<file path="config.mk">
export PLATFORM = sky130hd
export DESIGN_NAME = pps_div
export DESIGN_NICKNAME = d
export VERILOG_FILES = /design/src/sv/pps_pkg.sv /design/src/sv/pps_div.sv
export SDC_FILE = /design/constraint.sdc
export NUM_CORES = 1
export LEC_CHECK = 0
export BUFFER_PORTS_ARGS = -buffer_cell sky130_fd_sc_hd__buf_2
export CAP_MARGIN = 30
export CORE_MARGIN = 3
export CORE_UTILIZATION = 49
export CTS_CLUSTER_DIAMETER = 30
export DETAILED_ROUTE_END_ITERATION = 10
export GPL_TIMING_DRIVEN = 1
export PLACE_DENSITY = 0.87
export SYNTH_ARGS = -nofsm -noshare
export SYNTH_HDL_FRONTEND = slang
export SYNTH_SLANG_ARGS = --single-unit
</file>
<file path="constraint.sdc">
create_clock -name clk -period 3.23 [get_ports clk]
set_clock_uncertainty 0.15 [all_clocks]
set_input_delay 0 -clock clk [delete_from_list [all_inputs] [get_ports clk]]
set_output_delay 0 -clock clk [all_outputs]
set_load 0.01 [all_outputs]
</file>
<file path="src/sv/pps_pkg.sv">
// Shared constants, state codes and helper functions for the point splatter.
// No dependencies; the RTL uses its scoped names and the testbench imports it.
package pps_pkg;

	localparam int MAX_WIDTH  = 1024;
	localparam int MAX_HEIGHT = 1024;
	localparam int COL_W      = $clog2(MAX_WIDTH);
	localparam int ROW_W      = $clog2(MAX_HEIGHT);
	localparam int ADDR_W     = COL_W + ROW_W;
	localparam int DEPTH_W    = 32;

	localparam int NUM_W = 62;
	localparam int DEN_W = 39;

	localparam logic [DEPTH_W-1:0] DEPTH_MAX = '1;
	localparam logic signed [DEN_W-1:0] CULL_RAW = 39'sd6553;

	// Register indexes of the configuration port.
	localparam logic [2:0] REG_COS_YAW    = 3'd0;
	localparam logic [2:0] REG_SIN_YAW    = 3'd1;
	localparam logic [2:0] REG_COS_PITCH  = 3'd2;
	localparam logic [2:0] REG_SIN_PITCH  = 3'd3;
	localparam logic [2:0] REG_CAM_DIST   = 3'd4;
	localparam logic [2:0] REG_FOCAL      = 3'd5;
	localparam logic [2:0] REG_FRAME_W    = 3'd6;
	localparam logic [2:0] REG_FRAME_H    = 3'd7;

	localparam logic KIND_POINT = 1'b0;
	localparam logic KIND_CLEAR = 1'b1;

	// Sequencer states.
	localparam int ST_W = 4;
	localparam logic [ST_W-1:0] ST_IDLE = 4'd0;
	localparam logic [ST_W-1:0] ST_ROT1 = 4'd1;
	localparam logic [ST_W-1:0] ST_ROT2 = 4'd2;
	localparam logic [ST_W-1:0] ST_CULL = 4'd3;
	localparam logic [ST_W-1:0] ST_PROJ = 4'd4;
	localparam logic [ST_W-1:0] ST_DSX  = 4'd5;
	localparam logic [ST_W-1:0] ST_DIVX = 4'd6;
	localparam logic [ST_W-1:0] ST_DSY  = 4'd7;
	localparam logic [ST_W-1:0] ST_DIVY = 4'd8;
	localparam logic [ST_W-1:0] ST_PIX  = 4'd9;
	localparam logic [ST_W-1:0] ST_RD   = 4'd10;
	localparam logic [ST_W-1:0] ST_CMP  = 4'd11;
	localparam logic [ST_W-1:0] ST_CLR  = 4'd12;

	function automatic logic signed [31:0] sat_s32(input logic signed [37:0] v);
		if (v > 38'sh007FFFFFFF)
			return 32'sh7FFFFFFF;
		else if (v < -38'sh0080000000)
			return 32'sh80000000;
		else
			return v[31:0];
	endfunction

	// Final shade: scaled product / 6553600 (base if full), plus 15, saturated.
	function automatic logic [7:0] shade_fin(input logic [30:0] prod, input logic full,
		input logic [7:0] base);
		logic [14:0] a;
		logic [27:0] m;
		logic [8:0]  v;
		a = prod[30:16];
		m = 28'(a) * 28'd5243;
		if (full)
			v = 9'(base) + 9'd15;
		else
			v = 9'(m[27:19]) + 9'd15;
		return (v > 9'd255) ? 8'd255 : v[7:0];
	endfunction

endpackage

</file>
<file path="src/sv/pps_div.sv">
// Restoring bit-serial unsigned divider, one quotient bit per cycle.
// Depends on pps_pkg for operand widths.
module pps_div (
	input  logic                         clk,
	input  logic                         arst_n,
	input  logic                         start,
	input  logic [pps_pkg::NUM_W-1:0]    num,
	input  logic [pps_pkg::DEN_W-1:0]    den,
	output logic                         done,
	output logic [pps_pkg::NUM_W-1:0]    quo
);
	localparam int CNT_W = $clog2(pps_pkg::NUM_W + 1);

	logic [pps_pkg::DEN_W:0]   rem_q;
	logic [pps_pkg::NUM_W-1:0] q_q;
	logic [CNT_W-1:0]          cnt_q;
	logic                      busy_q;
	logic                      done_q;
	logic [pps_pkg::DEN_W+1:0] trial;

	assign trial = {rem_q, q_q[pps_pkg::NUM_W-1]} - {2'b00, den};

	always_ff @(posedge clk or negedge arst_n) begin
		if (!arst_n) begin
			busy_q <= 1'b0;
			done_q <= 1'b0;
			cnt_q  <= '0;
		end else begin
			done_q <= 1'b0;
			if (start) begin
				busy_q <= 1'b1;
				cnt_q  <= CNT_W'(pps_pkg::NUM_W);
			end else if (busy_q) begin
				cnt_q <= cnt_q - 1'b1;
				if (cnt_q == CNT_W'(1)) begin
					busy_q <= 1'b0;
					done_q <= 1'b1;
				end
			end
		end
	end

	always_ff @(posedge clk) begin
		if (start) begin
			q_q   <= num;
			rem_q <= '0;
		end else if (busy_q) begin
			if (!trial[pps_pkg::DEN_W+1]) begin
				rem_q <= trial[pps_pkg::DEN_W:0];
				q_q   <= {q_q[pps_pkg::NUM_W-2:0], 1'b1};
			end else begin
				rem_q <= {rem_q[pps_pkg::DEN_W-1:0], q_q[pps_pkg::NUM_W-1]};
				q_q   <= {q_q[pps_pkg::NUM_W-2:0], 1'b0};
			end
		end
	end

	assign done = done_q;
	assign quo  = q_q;
endmodule

</file>
* After elaboration in Yosys (flattened, before gate mapping)
Cells that the tools add are included.
** Storage, ports and cells
- Bits in writable memories :: 0
- Bits of input ports :: 104
- Output and inout bits :: 63
- Memories :: 0
- Word-level logic and storage cells :: 21
- Register bits :: 110
- Bits in latches :: 0
- ROM bits :: 0
** Operators by class
- Bitwise gates (word level) :: 0
- Mux-type cells :: 12
- Reductions and logical operators :: 1
- $lt $le $gt $ge :: 0
- Eq/ne operators :: 1
- Divide/modulo/power cells :: 0
- $add $sub $neg :: 2
- Shift-type cells :: 0
- Multipliers :: 0
** Operators with widths (number)
- 62-bit 2-to-1 mux :: 2
- 41-bit by 39-bit subtractor with 41-bit output :: 1
- 40-bit 2-to-1 mux :: 1
- 6-bit 2-to-1 mux :: 2
- 1-bit 2-to-1 mux :: 7
- 6-bit by 1-bit == test with 1-bit output (second input constant) :: 1
- 6-bit by 1-bit subtractor with 6-bit output (second input constant) :: 1
- 2-bit nonzero test :: 1

* Depth between registers and ports, before layout
- Depth after elaboration :: 4
- Gate-level depth with buffers :: 15
- Mapped depth without buffers :: 13

* Least setup slack after synthesis
Ideal clock, no wire load.
- Kind :: register to register
- From :: reg q_q (netlist bit quo[61])
- To :: reg q_q (netlist bit quo[0]), data pin
- Required time :: 2.820 ns
- Stages on the path, launching flop included :: 14
- Setup slack :: -0.109 ns
- Clock period less this slack :: 3.339 ns
- Data arrival time :: 2.929 ns
- Setup time :: 0.260 ns
- Path buffers :: 1
- Cells stage by stage :: edfxtp_1 -> inv_1 -> ha_1 -> fa_1 -> nand2b_1 -> a21oi_2 -> o21ai_1 -> a2111o_1 -> a21o_1 -> o21ai_4 -> a21oi_4 -> xnor2_4 -> buf_4 -> mux2_2
** On the way
- Word-level cells in the longest chain between the ends :: 4
** RTL lines
- start, declared :: RTL line pps_div.sv:15 : logic [pps_pkg::NUM_W-1:0] q_q;
- start signal, assigned :: RTL line pps_div.sv:45 : q_q <= num;
- start signal, assigned :: RTL line pps_div.sv:50 : q_q <= {q_q[pps_pkg::NUM_W-2:0], 1'b1};
- start signal, assigned :: RTL line pps_div.sv:53 : q_q <= {q_q[pps_pkg::NUM_W-2:0], 1'b0};
- 41-bit by 39-bit subtractor with 41-bit output :: RTL line pps_div.sv:21 : assign trial = {rem_q, q_q[pps_pkg::NUM_W-1]} - {2'b00, den};
- 1-bit 2-to-1 mux :: RTL line pps_div.sv:48 : if (!trial[pps_pkg::DEN_W+1]) begin
- 62-bit 2-to-1 mux :: RTL line pps_div.sv:47 : end else if (busy_q) begin
- 62-bit 2-to-1 mux :: RTL line pps_div.sv:44 : if (start) begin
No other way between the ends. The select of a mux whose other input is x is not followed.
A chain may end at the register's enable or synchronous reset.

* Worst setup path in the final report
- From :: reg q_q (netlist bit quo[61])
- To :: reg rem_q[0] (netlist name)
** On the way
- Word-level cells in the longest chain between the ends :: 2
** RTL lines
- 41-bit by 39-bit subtractor with 41-bit output :: RTL line pps_div.sv:21
- 40-bit 2-to-1 mux * :: RTL line pps_div.sv:48
- end signal, assigned :: RTL line pps_div.sv:49 : rem_q <= trial[pps_pkg::DEN_W:0];
- end signal, assigned :: RTL line pps_div.sv:52 : rem_q <= {rem_q[pps_pkg::DEN_W-1:0], q_q[pps_pkg::NUM_W-1]};
- end, declared :: RTL line pps_div.sv:14 : logic [pps_pkg::DEN_W:0] rem_q;
Mark *: on every way between the ends. The rest lies on a longest branch, timed or not.

==> summary.md <==
| Metric | Value |
|---|---|
| CTS H-tree lvls | `3` |
| Area Overhead vs Synth | `34.5%` |
| DRC | `0` |
| Max Cap Viol | `0` |
| Clock root cell | `clkbuf_16` |
| Routed vias/inst | `between 5 and 6` |
| Int Pwr | `~3.6 mW` |
| Sw power | `slightly above 2 mW` |
| Top FF cell, synth | `edfxtp_1` |
| Leading area contributor after synthesis | `edfxtp_1` |
| Combinational share of power | `0.470` |
| Pins over their slew limit | `0` |
| Slew headroom | `0.312` |
| Reg2reg start | `quo[61]$_DFFE_PP_` |
| Tmin final | `3.34 ns` |
| Data required, critical path | `3.33 ns` |
| Clock Tree Buf Depth | `2` |
| Leak | `4.22 nW` |
| Tot GR Track Use | `0.247` |
| Die area | `15800 µm²` |
| Peak supply drop | `between 0.4 and 0.5 mV` |
| # port buffers | `about 170` |
| Height of the die | `about 130 µm` |
| CP max FO | `5` |
| Largest net degree at the start of global routing | `65` |
| First-pass iteration count of the detailed router | `5` |
| Initial core utilization | `0.504` |
| Setup crit start kind | `flip-flop` |
| Worst slew pin tran | `a little over 1 ns` |
| Hold crit path type | `input port to flip-flop` |
| RSZ-0062 raised after global routing | `yes` |
| Final Hold Viols | `0` |
| Critical Path Start | `quo[61]$_DFFE_PP_` |
| Arrival time worst endpoint | `about 3.4 ns` |
| Status | `finished with violations` |
| Cell row count | `43` |
| Cell Area, Synth | `7030 µm²` |
| Per-cell routed wire length | `roughly 18 µm` |
| Seq cells post-synth | `110` |
| Vias in the first global route | `roughly 6300` |
| Inserted Diodes | `0` |
| Sequential area share after synthesis | `0.407` |
| Post-layout net count | `1088` |
| Period utilization | `1.03` |
| Crit Reg-Reg Endpoint | `rem_q[0]$_SDFFE_PP0P_` |
| Register share of total power | `0.332` |
| Setup TNS | `-2.09 ns` |
| Initial DRC Count | `382` |
| Syn Nets | `843` |
| Clock Sinks | `110` |
| EDFF count, synth | `just over 60` |
| Routability cong. | `about 0.9` |
| Via count | `6376` |
| Final Util | `0.678` |
| Cell count after synthesis | `697` |
| Detailed Place HPWL | `13000 µm` |
| Die width | `126 µm` |
| Final Setup Violations | `34` |
| Setup WS post-layout | `-0.107 ns` |
| R2r worst-path depth | `15` |
| Post-synth top area share | `0.265` |
| Switching Share | `0.361` |
| First-pass GRT wire length | `31900 µm` |
| Clock latency on the worst-skew pair | `approximately 0.36 ns` |
| Warnings, synthesis | `0` |
| Clock power frac | `0.198` |
| Failing checks | `negative setup slack` |
| Fmax | `~0.3 GHz` |
| Core Region | `13900 µm²` |
| Antenna Violating Nets Remaining | `0` |
| Initial antenna violation count | `0` |
| Pwr dens | `~600 nW/µm²` |
| Clk slew on worst S/H paths | `~0.080 ns` |
| Synth unique cells | `65` |
| Synth top area cells | `edfxtp_1 (26%), dfxtp_1 (11%), mux2_2 (9.9%)` |
| Boundary pin count | `approximately 170` |
| Cts bufs inserted | `9` |
| Hold Path Depth | `6` |
| Setup Crit Path Kind | `flip-flop to flip-flop` |
| R2r setup slk | `-0.11 ns` |
| Worst Setup EP | `rem_q[0]$_SDFFE_PP0P_` |
| WL final | `around 21000 µm` |
| Syn_area_per_cell | `~10 µm²` |
| CTS tree | `yes` |
| Post-synth ARST share | `0.0727` |
| Layout cell share with drive strength beyond 1 | `0.335` |
| Gr ovfl total | `0` |
| CP Capture Type | `flip-flop` |
[worst min path at each step]
stage                     startpoint                      to
final                        den[38]  rem_q[38]$_SDFFE_PP0P_
after global routing          den[1]   rem_q[1]$_SDFFE_PP0P_
after CTS                     num[0]        quo[0]$_DFFE_PP_
after detailed placement      arst_n          done$_DFF_PN0_
after global placement        arst_n          done$_DFF_PN0_
after floorplan               arst_n        busy_q$_DFF_PN0_
[area by class of cell]
cell class	instances	area, µm²
clock buffer	10	229
clock inverter	6	58.8
fill	1002	4480
inverter	48	180
multi-input combinational	505	3980
sequential	110	2870
tap	180	225
timing repair buffer	268	1910
[critical path, stage by stage, from the launching register on]
cell	delay, ns
edfxtp_1	0.38
inv_2	0.06
ha_4	0.16
fa_2	0.36
nand2b_4	0.17
a21oi_4	0.13
o21ai_2	0.08
a2111o_1	0.40
a21o_1	0.22
o21ai_4	0.18
a21oi_4	0.10
xnor2_4	0.15
buf_6	0.16
clkbuf_16	0.16
and3_1	0.17
nor4_1	0.20
[power by group through the flow]
stage                     sequential (mW)  clock [mW]  combinational [mW]
after CTS                            1.88        1.13                2.36
after global routing                 1.92        1.19                2.86
final                                1.89        1.12                2.67
after global placement               1.90           0                2.02
after detailed placement             1.90           0                2.08
after floorplan                      1.90           0                1.54
[state kept, by name, indices dropped and copies added, names as in the netlist]
| register | flops |
|---|---|
| cnt_q | 6 |
| quo | 62 |
| done | 1 |
| rem_q | 40 |
| busy_q | 1 |
[routing by layer]
metal | vias up | global-route usage | part of all wire | routed length, µm
li1 | 3035 | - | - | -
met1 | 2967 | 0.310 | 0.40 | 8420
met2 | 313 | 0.419 | 0.49 | 10200
met3 | 61 | 0.0696 | 0.078 | 1630
met4 | 0 | 0.0694 | 0.028 | 581
met5 | - | 0 | 0 | 0
[cells in the final DEF (no fill, tap or decap), types with 7 or more instances in the layout]
cell type and instances:
o21bai_1 7, inv_1 45, dfxtp_1 39, buf_4 25
nand2b_1 11, nand2_1 45, a21o_1 20, a211oi_1 28
nor3_1 10, clkbuf_16 11, mux2i_1 27, ha_1 38
xnor2_1 26, nor2_1 53, xor2_1 14, nand3_1 16
a21oi_1 36, edfxtp_1 62, buf_2 165, mux2_2 62
o21ai_0 16, dlygate4sd3_1 65, dfrtp_1 7
[synthesized netlist by cell type (3+ instances only)]
| cell type | number |
|---|---|
| buf_2 | 3 |
| nand4_1 | 5 |
| o21ai_0 | 19 |
| ha_1 | 41 |
| mux2i_1 | 28 |
| nand2b_1 | 13 |
| a21o_1 | 20 |
| edfxtp_1 | 62 |
| nor4_1 | 7 |
| dfxtp_1 | 40 |
| dfrtp_1 | 8 |
| nor2_1 | 53 |
| clkbuf_1 | 26 |
| o211ai_1 | 5 |
| nand2_1 | 45 |
| a31oi_1 | 6 |
| buf_6 | 3 |
| o21a_1 | 4 |
| nand3_1 | 17 |
| inv_1 | 47 |
| and3_1 | 7 |
| mux2_2 | 62 |
| xnor2_1 | 26 |
| o21bai_1 | 7 |
| nor3_1 | 11 |
| xor2_1 | 14 |
| nor2b_1 | 3 |
| a21oi_1 | 37 |
| a211oi_1 | 31 |
[logic make-up (layout without fill, tap and decap cells)]
| kind of cell | after synthesis | after routing | share of synthesized area |
|---|---|---|---|
| AO/OA/AOI/OAI | 158 | 158 | 0.158 |
| XOR/XNOR | 41 | 41 | 0.0538 |
| adder cells (fa/ha/maj) | 42 | 42 | 0.0758 |
| buffers and inverters | 82 | 332 | 0.0486 |
| flip-flops | 110 | 110 | 0.407 |
| multiplexers | 90 | 90 | 0.139 |
| AND/OR/NAND/NOR | 174 | 174 | 0.117 |
[repair_timing]
action                     4_1_cts  5_1_grt
pin swaps                       19       17
setup endpoints to repair       35       41
hold endpoints to repair        71        1
hold buffers                    64        1
cloned                           3        2
buffers inserted                 3        8
gates resized for setup          8       31
[stage by stage]
stage / cells / hold slack (ns) / power, mW / area [µm²] / setup slack (ns)
2_1_floorplan: 697 / -0.446 / 3.44 / 7040 / 0.0296
3_3_place_gp: 1030 / -0.296 / 3.92 / 8130 / 0.0362
3_5_place_dp: 1030 / -0.300 / 3.98 / 8130 / -0.118
4_1_cts: 1116 / -0.202 / 5.37 / 9190 / -0.0668
5_1_grt: 1127 / 0.178 / 5.96 / 9450 / -0.193
6_report: 1127 / 0.156 / 5.69 / 9450 / -0.107
(Power assumes the default switching activity.)
